**src/rtl/tcmfg_pkg.sv**
```systemverilog
`timescale 1ns / 1ps
`default_nettype none
package tcmfg_pkg;

    localparam int SYNC_BYTES = 50;

    localparam int BYTE_CNT_W = 7;
    localparam int HALF_CNT_W = 4;

    localparam logic [7:0] SYNC_PATTERN = 8'hFF;
    localparam logic [7:0] START_SHIFT  = 8'hFE;
    localparam logic [HALF_CNT_W-1:0] LOAD_POINT = 4'd14;

    localparam logic [1:0] ACT_TICK  = 2'd0;
    localparam logic [1:0] ACT_FALL  = 2'd1;
    localparam logic [1:0] ACT_RISE  = 2'd2;
    localparam logic [1:0] ACT_WRITE = 2'd3;

    typedef struct packed {
        logic [7:0] data_value;
        logic [3:0] data_index;
        logic [1:0] action;
    } item_t;

    typedef struct packed {
        logic frame_end;
        logic busy_res;
        logic line_level;
    } result_t;

endpackage
`default_nettype wire

```
**src/rtl/time_code_manchester_frame_generator.sv**
```systemverilog
// an accepted input beat passes the input register, then the core result register, to m_tvalid
// throughput: one beat per cycle unless m_tready stalls the output, every input beat gives exactly one result beat
// the half-bit tick update is one counter and shift step, done in the core stage
// reset: synchronous active-low aresetn clears the generator, output_enable and
// both valid stages; the data bytes are not cleared and must be written first
`timescale 1ns / 1ps
`default_nettype none
module time_code_manchester_frame_generator #(
    parameter int DATA_BYTES = 14
) (
    input  wire        aclk,
    input  wire        aresetn,
    input  wire        cfg_wr_en,
    input  wire        cfg_wr_data,   // output_enable
    input  wire        s_tvalid,
    output logic       s_tready,
    input  wire [1:0]  s_tuser,       // action[1:0]
    input  wire [15:0] s_tdata,       // data_index[3:0], data_value[11:4]
    output logic       m_tvalid,
    input  wire        m_tready,
    output logic [7:0] m_tdata,       // line_level[0], busy_res[1]
    output logic       m_tlast        // frame_end
);
    import tcmfg_pkg::*;

    logic    output_enable_reg;
    item_t   s_item;
    item_t   d_item;
    logic    d_valid;
    logic    d_ready;
    result_t m_result;

    always_ff @(posedge aclk) begin
        if (!aresetn) begin
            output_enable_reg <= 1'b0;
        end else if (cfg_wr_en) begin
            output_enable_reg <= cfg_wr_data;
        end
    end

    assign s_item.action     = s_tuser;
    assign s_item.data_index = s_tdata[3:0];
    assign s_item.data_value = s_tdata[11:4];

    tcmfg_in_reg u_in_reg (
        .aclk    (aclk),
        .aresetn (aresetn),
        .s_valid (s_tvalid),
        .s_ready (s_tready),
        .s_item  (s_item),
        .d_valid (d_valid),
        .d_ready (d_ready),
        .d_item  (d_item)
    );

    tcmfg_core #(
        .DATA_BYTES (DATA_BYTES)
    ) u_core (
        .aclk          (aclk),
        .aresetn       (aresetn),
        .output_enable (output_enable_reg),
        .d_valid       (d_valid),
        .d_ready       (d_ready),
        .d_item        (d_item),
        .m_valid       (m_tvalid),
        .m_ready       (m_tready),
        .m_result      (m_result)
    );

    assign m_tdata = {6'b000000, m_result.busy_res, m_result.line_level};
    assign m_tlast = m_result.frame_end;

endmodule
`default_nettype wire

```
**src/rtl/tcmfg_in_reg.sv**
```systemverilog
`timescale 1ns / 1ps
`default_nettype none
module tcmfg_in_reg (
    input  wire                  aclk,
    input  wire                  aresetn,
    input  wire                  s_valid,
    output logic                 s_ready,
    input  tcmfg_pkg::item_t     s_item,
    output logic                 d_valid,
    input  wire                  d_ready,
    output tcmfg_pkg::item_t     d_item
);
    import tcmfg_pkg::*;

    logic  valid_reg;
    item_t item_reg;

    assign s_ready = !valid_reg || d_ready;
    assign d_valid = valid_reg;
    assign d_item  = item_reg;

    always_ff @(posedge aclk) begin
        if (!aresetn) begin
            valid_reg <= 1'b0;
        end else if (s_ready) begin
            valid_reg <= s_valid;
        end
    end

    always_ff @(posedge aclk) begin
        if (s_ready && s_valid) begin
            item_reg <= s_item;
        end
    end

endmodule
`default_nettype wire

```
**src/rtl/tcmfg_core.sv**
```systemverilog
`timescale 1ns / 1ps
`default_nettype none
module tcmfg_core #(
    parameter int DATA_BYTES = 14
) (
    input  wire                  aclk,
    input  wire                  aresetn,
    input  wire                  output_enable,
    input  wire                  d_valid,
    output logic                 d_ready,
    input  tcmfg_pkg::item_t     d_item,
    output logic                 m_valid,
    input  wire                  m_ready,
    output tcmfg_pkg::result_t   m_result
);
    import tcmfg_pkg::*;

    localparam int IDX_W = (DATA_BYTES > 1) ? $clog2(DATA_BYTES) : 1;

    logic [7:0]            data_store [DATA_BYTES];
    logic [7:0]            shift_reg, shift_next;
    logic [HALF_CNT_W-1:0] half_cnt_reg, half_cnt_next;
    logic [BYTE_CNT_W-1:0] byte_cnt_reg, byte_cnt_next;
    logic                  pending_reg, pending_next;
    logic                  running_reg, running_next;
    logic                  line_reg, line_next;
    logic                  m_valid_reg;
    result_t               result_reg;

    logic                  proc;
    logic                  ended;
    logic [7:0]            load_byte;
    logic [BYTE_CNT_W-1:0] data_pos;
    logic [5:0]            wr_idx;
    logic                  wr_en;

    assign d_ready  = !m_valid_reg || m_ready;
    assign proc     = d_valid && d_ready;
    assign m_valid  = m_valid_reg;
    assign m_result = result_reg;

    assign data_pos = byte_cnt_reg - BYTE_CNT_W'(SYNC_BYTES);
    assign wr_idx   = {2'b00, d_item.data_index};
    assign wr_en    = proc && (d_item.action == ACT_WRITE)
                      && (wr_idx < 6'(DATA_BYTES));

    always_ff @(posedge aclk) begin
        if (wr_en) begin
            data_store[wr_idx[IDX_W-1:0]] <= d_item.data_value;
        end
    end

    always_comb begin
        shift_next    = shift_reg;
        half_cnt_next = half_cnt_reg;
        byte_cnt_next = byte_cnt_reg;
        pending_next  = pending_reg;
        running_next  = running_reg;
        line_next     = line_reg;
        ended         = 1'b0;
        load_byte     = shift_reg;
        if (proc) begin
            case (d_item.action)
                ACT_TICK: begin
                    if (output_enable && running_reg) begin
                        line_next = pending_reg;
                        if (half_cnt_reg[0]) begin
                            pending_next = !pending_reg;
                        end else begin
                            // byte boundary: reload from sync, data, or end the frame
                            if (half_cnt_reg >= LOAD_POINT) begin
                                if (byte_cnt_reg < BYTE_CNT_W'(SYNC_BYTES)) begin
                                    load_byte = SYNC_PATTERN;
                                end else if (byte_cnt_reg <
                                             BYTE_CNT_W'(SYNC_BYTES + DATA_BYTES)) begin
                                    load_byte = data_store[data_pos[IDX_W-1:0]];
                                end else begin
                                    line_next    = 1'b0;
                                    running_next = 1'b0;
                                    ended        = 1'b1;
                                end
                                byte_cnt_next = byte_cnt_reg + BYTE_CNT_W'(1);
                            end
                            pending_next = load_byte[7];
                            shift_next   = {load_byte[6:0], 1'b0};
                        end
                        half_cnt_next = half_cnt_reg + HALF_CNT_W'(1);
                    end
                end
                ACT_FALL: begin
                    if (output_enable) begin
                        line_next     = 1'b1;
                        running_next  = 1'b1;
                        pending_next  = 1'b0;
                        shift_next    = START_SHIFT;
                        byte_cnt_next = BYTE_CNT_W'(1);
                        half_cnt_next = '0;
                    end
                end
                ACT_RISE: begin
                    if (output_enable) begin
                        line_next = 1'b0;
                    end
                end
                default: begin
                end
            endcase
        end
    end

    always_ff @(posedge aclk) begin
        if (!aresetn) begin
            shift_reg    <= '0;
            half_cnt_reg <= '0;
            byte_cnt_reg <= '0;
            pending_reg  <= 1'b0;
            running_reg  <= 1'b0;
            line_reg     <= 1'b0;
            m_valid_reg  <= 1'b0;
        end else begin
            shift_reg    <= shift_next;
            half_cnt_reg <= half_cnt_next;
            byte_cnt_reg <= byte_cnt_next;
            pending_reg  <= pending_next;
            running_reg  <= running_next;
            line_reg     <= line_next;
            if (d_ready) begin
                m_valid_reg <= d_valid;
            end
        end
    end

    always_ff @(posedge aclk) begin
        if (proc) begin
            result_reg.line_level <= line_next;
            result_reg.busy_res   <= running_next;
            result_reg.frame_end  <= ended;
        end
    end

    a_end_idle: assert property (@(posedge aclk) disable iff (!aresetn)
        (m_valid_reg && result_reg.frame_end) |-> (!result_reg.busy_res
                                                   && !result_reg.line_level))
        else $error("frame end beat with busy or high line");

    a_fall_marks_end: assert property (@(posedge aclk) disable iff (!aresetn)
        $fell(running_reg) |-> (m_valid_reg && result_reg.frame_end))
        else $error("generator stopped without a frame end beat");

    a_busy_tracks: assert property (@(posedge aclk) disable iff (!aresetn)
        m_valid_reg |-> (result_reg.busy_res == running_reg
                         && result_reg.line_level == line_reg))
        else $error("held result disagrees with generator state");

    a_idle_frozen: assert property (@(posedge aclk) disable iff (!aresetn)
        (!running_reg && !(proc && d_item.action == ACT_FALL))
            |=> $stable(half_cnt_reg))
        else $error("half-bit counter moved while idle");

endmodule
`default_nettype wire

```
**config.mk**
```make
export PLATFORM = sky130hd
export DESIGN_NAME = time_code_manchester_frame_generator
export DESIGN_NICKNAME = d
export VERILOG_FILES = /design/src/rtl/tcmfg_pkg.sv /design/src/rtl/time_code_manchester_frame_generator.sv /design/src/rtl/tcmfg_in_reg.sv /design/src/rtl/tcmfg_core.sv
export SDC_FILE = /design/constraint.sdc
export NUM_CORES = 1
export LEC_CHECK = 0
export ABC_AREA = 0
export BUFFER_PORTS_ARGS = -buffer_cell sky130_fd_sc_hd__buf_2
export CORE_MARGIN = 3
export CORE_UTILIZATION = 45
export CTS_CLUSTER_DIAMETER = 100
export DETAILED_ROUTE_END_ITERATION = 7
export PLACE_DENSITY = 0.6
export SYNTH_ARGS = -nofsm -noshare
export SYNTH_HDL_FRONTEND = slang
export SYNTH_SLANG_ARGS = --single-unit
```
**constraint.sdc**
```tcl
create_clock -name aclk -period 7 [get_ports aclk]
set_input_delay 1.05 -clock aclk [delete_from_list [all_inputs] [get_ports aclk]]
set_output_delay 1.05 -clock aclk [all_outputs]
set_load 0.02 [all_outputs]
```
; Word-level counts from Yosys, hierarchy flattened
; Memory sizes are Yosys's and may differ from the RTL's.
; Index checks and enable logic that the tools add are counted.
[classes]
n_mux = 39
n_reduce_logical = 16
n_eq_ne = 7
magnitude_cmp = 4
n_addsub = 3
bitwise_logic = 3
[ops]
columns = operator, n
row1 = $mux 8, 6
row2 = $mux 7, 4
row3 = $mux 1, 21
row4 = $pmux 8 s2, 1
row5 = $pmux 7 s2, 1
row6 = $mux 4, 2
row7 = $pmux 4 s2, 1
row8 = $add 7x1->7 const B, 1
row9 = $lt 7x6->1 const B, 1
row10 = $lt 7x7->1 const B, 1
row11 = $reduce_and 6->1, 1
row12 = $logic_and 1x1->1, 5
row13 = $reduce_and 5->1, 1
row14 = $reduce_or 5->1, 1
row15 = $add 4x1->4 const B, 1
row16 = $eq 2x2->1 const B, 2
row17 = $ge 4x4->1 const B, 1
row18 = $lt 4x4->1 const B, 1
row19 = $ne 2x1->1 const B, 2
row20 = $ne 2x2->1 const B, 2
row21 = $pmux 1 s2, 2
row22 = $reduce_and 4->1, 1
row23 = $sub 4x2->4 const B, 1
row24 = $logic_not 1->1, 3
row25 = other kinds (6), 9
[totals]
elab_cells = 88
output_inout_bits = 11
ramBits = 112
mem_count = 1
input_bits = 24
regBits = 42
[memory_table]
columns = name, words, word_bits, read_ports, rd_ports_with_merged_regs, wr, line
row1 = u_core.data_store, 14, 8, 1, 0, 1, tcmfg_core.sv:20  ; logic [7:0] data_store [DATA_BYTES];

; Longest topological paths before layout
; Gate-level depths: netlist (run 1).
[depth]
ltp_word = 8
mapped_depth = 11
depth_no_buf = 7

; Hierarchy
; Synthesis (run 1) repeated with hierarchy kept, for this count alone.
[unflattened]
cells_unflattened = 401
area_unflattened_um2 = 6297.3
[by_module_without_submodules]
columns = module, seq_area_each_um2, area_each_um2, cells_each, n_inst
row1 = tcmfg_core, 3893.7, 5734.2, 372, 1
row2 = tcmfg_in_reg, 440.4, 478.0, 19, 1
row3 = time_code_manchester_frame_generator, 20.0, 85.1, 10, 1

; Worst setup path before layout (run 1)
; Ideal clock, no wire load.
[synth_path]
path_type = input-to-reg
start = input m_tready
end = memory u_core.data_store[0][0] (enable)
slack_ns = 4.307
required_ns = 6.617
path_buffers = 0
arrival_ns = 2.309
stages = 4
setup_time_ns = 0.383
path_cell_list = nand2b_4 nand4_1 or3_1 nor3_1
[synth_via]
elab_chain_cells = 6
[synth_rtl]
columns = item, line
row1 = "start, declared", time_code_manchester_frame_generator.sv:20  ; input wire m_tready,
row2 = $logic_or 1x1->1, tcmfg_core.sv:37  ; assign d_ready = !m_valid_reg || m_ready;
row3 = $logic_and 1x1->1, tcmfg_core.sv:38  ; assign proc = d_valid && d_ready;
row4 = $logic_and 1x1->1, tcmfg_core.sv:44  ; assign wr_en = proc && (d_item.action == ACT_WRITE)
row5 = $logic_and 1x1->1, tcmfg_core.sv:45  ; && (wr_idx < 6'(DATA_BYTES));
row6 = $mux 1, tcmfg_core.sv:48  ; if (wr_en) begin
row7 = $mux 1 (not written as such), tcmfg_core.sv:49  ; data_store[wr_idx[IDX_W-1:0]] <= d_item.data_value;
row8 = "end, declared", tcmfg_core.sv:20
; Every way passes these cells.

; Worst setup path in the final report (run 1)
[layout_path]
start = input m_tready
end = memory u_core.data_store[4][2] (enable)
; The elaborated chain is that of the path after synthesis.

==> summary.md, run 1 <==
| Metric | Value |
|---|---|
| I/O Pins | 35 |
| VDD IR max | 0.1934 mV |
| Fin crit share | 0.3813 |
| TritonCTS clock tree | built |
| Crit path time final | 2669 ps |
| Top post-synthesis cells by area | edfxtp_1 (61%), dfxtp_1 (7.6%), mux4_2 (5.7%) |
| Post-DP HPWL | 7.554 mm |
| Hold/Removal Path Class | register to register |
| Gate power share | 0.017 |
| Cts hold-fix bufs | 0 |
| Data arrival time of the worst path | 2710 ps |
| Worst-margin pin slew | 915.2 ps |
| Sw power | 0.3869 mW |
| Placed Cells | 571 |
| WS Path Type | input port to register |
| Sequential area share after synthesis | 0.6906 |
| Reg clk slew, reported paths | 60 ps |
| Root Buffer | clkbuf_16 |
| Clock latency on the worst-skew pair | 420 ps |
| Total number of vias | 3358 |
| Fin. max-slew vios | 0 |
| Simple-Gate Fraction of Synth Area | 0.08573 |
| Sequential power share | 0.546 |
| Htree depth | 4 |
| Area grow syn2layout | 11.97% |
| Antenna violations before repair | 0 |
| Worst path required time | 7040 ps |
| Setup ws final | 4331 ps |
| Number of flip-flops in the largest register | 112 |
| Post-route design area | 7059 sq um |
| Vias per cell | 5.569 |
| P_leak | 2.297 nW |
| First-pass GRT wire length | 18.28 mm |
| Ys async rst share | 0 |
| Antenna cells | 0 |
| Register bit count reported by yosys | 153 |
| Wire length per cell | 19.06 microns |
| Overflow after GRT | 0 |
| Synth Warn # | 0 |
| Slew headroom | 0.3876 |
| Die H | 124.4 microns |
| Core Util, Final | 0.5247 |
| Share of post-route cells with drive strength above 1 | 0.2084 |
| Vias in the first global route | 3305 |
| Power Density | 262.5 nW/um^2 |
| Post-synthesis compound-gate area fraction | 0.07025 |
| Row cnt | 42 |
| Die Width | 124.4 microns |
| Largest family of logic cells by synthesized area | multiplexers |
| Non-filler cells, final | 603 |
| Setup repair bufs after CTS | 0 |
| Setup TNS | 0 ps |
| Layout Skew | 9.310 ps |
| Post-synth EDFFs | 129 |
| Hold slack | 490.3 ps |
| Initial core utilization | 0.4687 |
| Adder-Cell Fraction of Synth Area | 0.009923 |
| Core ar. | 13450 sq um |
| Synthesized cell area | 6305 sq um |
| Final net count | 443 |
| Clock share of power | 0.438 |
| All-Layer GR Usage | 0.1559 |
| CTS sink count | 153 |
| Synth area leader | edfxtp_1 |
| Power, Total | 1.853 mW |
| Clock buffer depth | 2 |
| Net Sw Frac | 0.2088 |
| Xor-xnor portion of the synthesized cell area | 0.002580 |
| DRC Markers | 0 |
| Max Fanout on Critical Path | 8 |
| DRT iter0 DRCs | 206 |
| Pin count of the biggest net entering global routing | 40 |
| # setup viols final | 0 |
| Mean cell area of the mapped netlist | 16.42 sq um |
| Synth Instances | 384 |
| Dpl cell area | 6530 sq um |
| Post-synthesis mux area share | 0.1088 |
| Fmax achieved | 374.7 MHz |
| Type of origin of the critical path | input port |
| PostCTS Resize Cnt | 0 |
| Max Cap Violations | 0 |
| DIE AREA | 15470 sq um |
| Internal | 1.466 mW |
| Synth Flop Type | edfxtp_1 |
| Gpl congestion | 0.7533 |
| ANT nets after route | 0 |
| IO buf count | 24 |
| Final Hold Viols | 0 |
| RSZ-0062 raised after global routing | no |
| Synth cell types | 56 |
| 1st-pass router iterations | 4 |
| Cts bufs inserted | 17 |
| Run status | finished clean |
| Count of filler cells inserted in the layout | 1133 |
| Yosys top cell area share | 0.6144 |
| Final WL | 11.49 mm |
| CP endpoint kind | register |
| Dpl ws | 3908 ps |
==> layout by cell type, fill, tap and decap left out, types with 3 or more instances in the layout <==
cell / instances
inv_1: 4
clkbuf_1: 3
buf_4: 6
and2_1: 7
clkbuf_16: 17
ha_1: 5
a211o_1: 6
o21ai_0: 11
nand4_1: 5
or3_1: 4
dfxtp_1: 23
nand2b_1: 4
mux2i_1: 13
inv_6: 4
nand2_1: 16
a21oi_1: 14
conb_1: 6
o21a_1: 3
o221ai_1: 12
nor3_1: 6
or4_1: 5
mux4_2: 16
buf_2: 24
edfxtp_1: 129
nor2_1: 24
nand3_1: 5
nor2b_1: 5
mux4_1: 7
==> synthesized netlist by cell type (all sizes together) (6+ instances only) <==
master  count
a21oi      15
buf        13
nor3        8
a211o       6
dfxtp      24
nor2       24
or4         6
o21ai      12
and2        7
mux2i      13
nor2b       7
nand4       6
mux4       23
nand2      16
o221ai     12
edfxtp    129
clkbuf     11
==> kinds of logic after synthesis <==
| kind of cell | count (synthesis) |
|---|---|
| muxes | 37 |
| other | 1 |
| adders and majority gates | 5 |
| buffers and inverters | 29 |
| and+or+nand+nor | 95 |
| DFF | 153 |
| xor gates and xnor gates | 1 |
| AOI/OAI and AO/OA | 63 |
==> cell type report <==
type / count / area (sq um) / share of cell area
clock inverters: 12 / 92.59 / 0.01312
well taps: 176 / 220.2 / 0.03119
inverters: 5 / 18.77 / 0.002659
flip-flops and latches: 153 / 4355 / 0.6170
clock buffers: 20 / 436.7 / 0.06186
multi-input cells: 207 / 1770 / 0.2508
repair buffers: 30 / 165.2 / 0.02340
==> final timing paths <==
kind / from / end / slack, ps / depth (start not counted)
setup / recovery: m_tready / u_core.data_store[4][2]$_DFFE_PP_ / 4330 / 5
hold / removal: u_core.byte_cnt_reg[5]$_SDFFE_PN0P_ / u_core.byte_cnt_reg[5]$_SDFFE_PN0P_ / 490 / 2
setup reg to reg: u_in_reg.d_item[0]$_DFFE_PP_ / u_core.data_store[4][2]$_DFFE_PP_ / 4590 / 3
hold reg to reg: u_core.byte_cnt_reg[5]$_SDFFE_PN0P_ / u_core.byte_cnt_reg[5]$_SDFFE_PN0P_ / 490 / 2
==> critical path: stages <==
cell and delay, ps:
buf_2 90, nand2b_4 150, nand4_1 230, or3_1 450
nor2_1 730
==> power groups by stage <==
| stage | clock network, mW | registers (mW) | logic [mW] |
|---|---|---|---|
| floorplan | 0 | 1.03 | 0.0244 |
| global route | 0.874 | 1.01 | 0.0342 |
| finish | 0.811 | 1.01 | 0.0309 |
| global placement | 0 | 1.03 | 0.0306 |
| detailed placement | 0 | 1.03 | 0.0313 |
| CTS | 0.831 | 1.01 | 0.0313 |
==> metal layers <==
metal,track usage,vias to the layer above,part of all wire
met2,0.2538,60,0.51
met4,0.05674,0,0.013
met5,0,-,0
met1,0.2043,1699,0.44
li1,-,1586,-
met3,0.03859,13,0.034
Note: power is estimated with default switching activity, not from simulation.
==> inputs of run 2 (changes only) <==
clock period = 2.74 ns   (was 7 ns; I/O delays follow)
==> summary.md, run 2 (same netlist as run 1, synthesis figures left out) <==
| Metric | Value |
|---|---|
| DRT iter0 DRCs | 229 |
| Total number of vias | 3381 |
| Vias in the first global route | 3413 |
| Uppermost routed layer | met4 |
| Wire length per cell | 18.71 microns |
| CP endpoint kind | register |
| Most frequent cells in the layout | edfxtp_1 (129), nor2_1 (24), buf_2 (24), dfxtp_1 (23), buf_4 (20) |
| Core ar. | 13450 sq um |
| Gpl congestion | 0.7677 |
| Fin. max-slew vios | 0 |
| I/O Pins | 35 |
| Max Cap Violations | 0 |
| Row cnt | 42 |
| P_leak | 2.390 nW |
| Reg clk slew, reported paths | 60 ps |
| TritonCTS clock tree | built |
| DRC Markers | 0 |
| Die H | 124.4 microns |
| All-Layer GR Usage | 0.1581 |
| DIE AREA | 15470 sq um |
| Power Density | 676.8 nW/um^2 |
| Reg-to-Reg Start | u_core.byte_cnt_reg[0]$_SDFFE_PN0P_ |
| Most common cell after layout, fill and taps aside | edfxtp_1 |
| Data arrival time of the worst path | 2410 ps |
| Htree depth | 4 |
| Root Buffer | clkbuf_16 |
| Final net count | 458 |
| Setup TNS | 0 ps |
| Final Hold Viols | 0 |
| VDD IR max | 0.6363 mV |
| Metal-1 WL | 5.307 mm |
| Crit path time final | 2140 ps |
| IO buf count | 24 |
| ANT nets after route | 0 |
| 1st-pass router iterations | 4 |
| Cts bufs inserted | 17 |
| Die Width | 124.4 microns |
| Dpl cell area | 6655 sq um |
| WS Path Type | register to register |
| Hold depth | 1 |
| RSZ-0062 raised after global routing | no |
| Pin count of the biggest net entering global routing | 29 |
| Worst reg2reg endpoint | u_core.shift_reg[3]$_SDFFE_PN0P_ |
| Overflow after GRT | 0 |
| Worst-margin pin slew | 798.3 ps |
| Met2 wire length | 5.748 mm |
| Cts hold-fix bufs | 0 |
| Run status | finished clean |
| Share of post-route cells with drive strength above 1 | 0.2336 |
| Clock latency on the worst-skew pair | 410 ps |
| Initial core utilization | 0.4687 |
| Clock buffer depth | 2 |
| R2R setup slack | 600 ps |
| PostCTS Resize Cnt | 0 |
| Antenna cells | 0 |
| FF-to-FF path depth | 5 |
| CTS sink count | 153 |
| Fin crit share | 0.7811 |
| Number of flip-flops in the largest register | 112 |
| Layout Skew | 12.12 ps |
| Fmax achieved | 467.3 MHz |
| Type of origin of the critical path | register |
| Slew headroom | 0.4678 |
| Vias per cell | 5.480 |
| Max Fanout on Critical Path | 20 |
| Hold endpoint | u_in_reg.d_item[3]$_DFFE_PP_ |
| Area grow syn2layout | 14.43% |
| Met3 routed wirelength | 400 microns |
| Hold/Removal Path Class | input port to register |
| Antenna violations before repair | 0 |
| Worst path required time | 3010 ps |
| First-pass GRT wire length | 18.73 mm |
| Min-delay src | s_tdata[1] |
| Post-DP HPWL | 7.790 mm |
| Post-route design area | 7214 sq um |
| Final WL | 11.55 mm |
| # setup viols final | 0 |
| Setup repair bufs after CTS | 0 |
==> run 2: changes by cell type in the layout (fill, tap and decap cells not counted) <==
cell and delta:
buf_12 +1, buf_4 +14, bufinv_16 +2, clkbuf_1 +1, clkinv_1 -1, clkinv_4 -2
clkinvlp_4 +1, inv_6 -1, inv_8 -1
==> run 2: per-layer routing <==
layer / GRT usage / vias to the layer above
li1: - / 1607
met1: 0.2124 / 1707
met2: 0.2525 / 58
met3: 0.04674 / 9
met4: 0.04449 / 0
met5: 0 / -
==> run 2: worst max path at each step <==
stage                                        to                           startpoint  cells past startpoint
5_1_grt        u_core.shift_reg[4]$_SDFFE_PN0P_  u_core.half_cnt_reg[0]$_SDFFE_PN0P_                      7
2_1_floorplan   u_core.pending_reg$_SDFFE_PN0P_  u_core.byte_cnt_reg[1]$_SDFFE_PN0P_                     10
3_5_place_dp   u_core.shift_reg[3]$_SDFFE_PN0P_  u_core.byte_cnt_reg[0]$_SDFFE_PN0P_                      5
3_3_place_gp   u_core.shift_reg[3]$_SDFFE_PN0P_  u_core.byte_cnt_reg[0]$_SDFFE_PN0P_                      5
6_report       u_core.shift_reg[3]$_SDFFE_PN0P_  u_core.byte_cnt_reg[0]$_SDFFE_PN0P_                      5
4_1_cts        u_core.shift_reg[3]$_SDFFE_PN0P_  u_core.byte_cnt_reg[0]$_SDFFE_PN0P_                      5
==> run 2: power breakdown <==
| group | switching, mW | total [mW] | internal, mW |
|---|---|---|---|
| clock network | 0.876 | 2.22 | 1.34 |
| registers | 0.0384 | 2.58 | 2.55 |
| logic | 0.0488 | 0.0814 | 0.0326 |
| total | 0.963 | 4.88 | 3.92 |
==> run 2: area by class of cell <==
class	count	area, sq um
Fill cell	1107	6238
Sequential cell	153	4355
Multi-Input combinational cell	207	1770
Clock buffer	21	440.4
Timing Repair Buffer	45	290.3
Tap cell	176	220.2
Clock inverter	10	118.9
Inverter	5	18.77
==> run 2: through the flow <==
step	hold WS (ps)	setup WS, ps	power (mW)	std cells	utilization
finish	171.4	599.9	4.882	617	0.5363
global route	145.4	457.3	5.066	617	0.5363
CTS	152.0	583.7	4.927	617	0.5363
detailed placement	472.5	621.0	2.716	586	0.4947
global placement	468.1	618.5	2.711	586	0.4947
floorplan	451.9	239.5	2.681	389	-
==> run 2: worst max-delay path, stage by stage, from the launching register on <==
cell and delay, ps:
dfxtp_2 600, buf_12 250, mux4_1 640, a211o_1 320
o221ai_1 90, a21oi_1 100
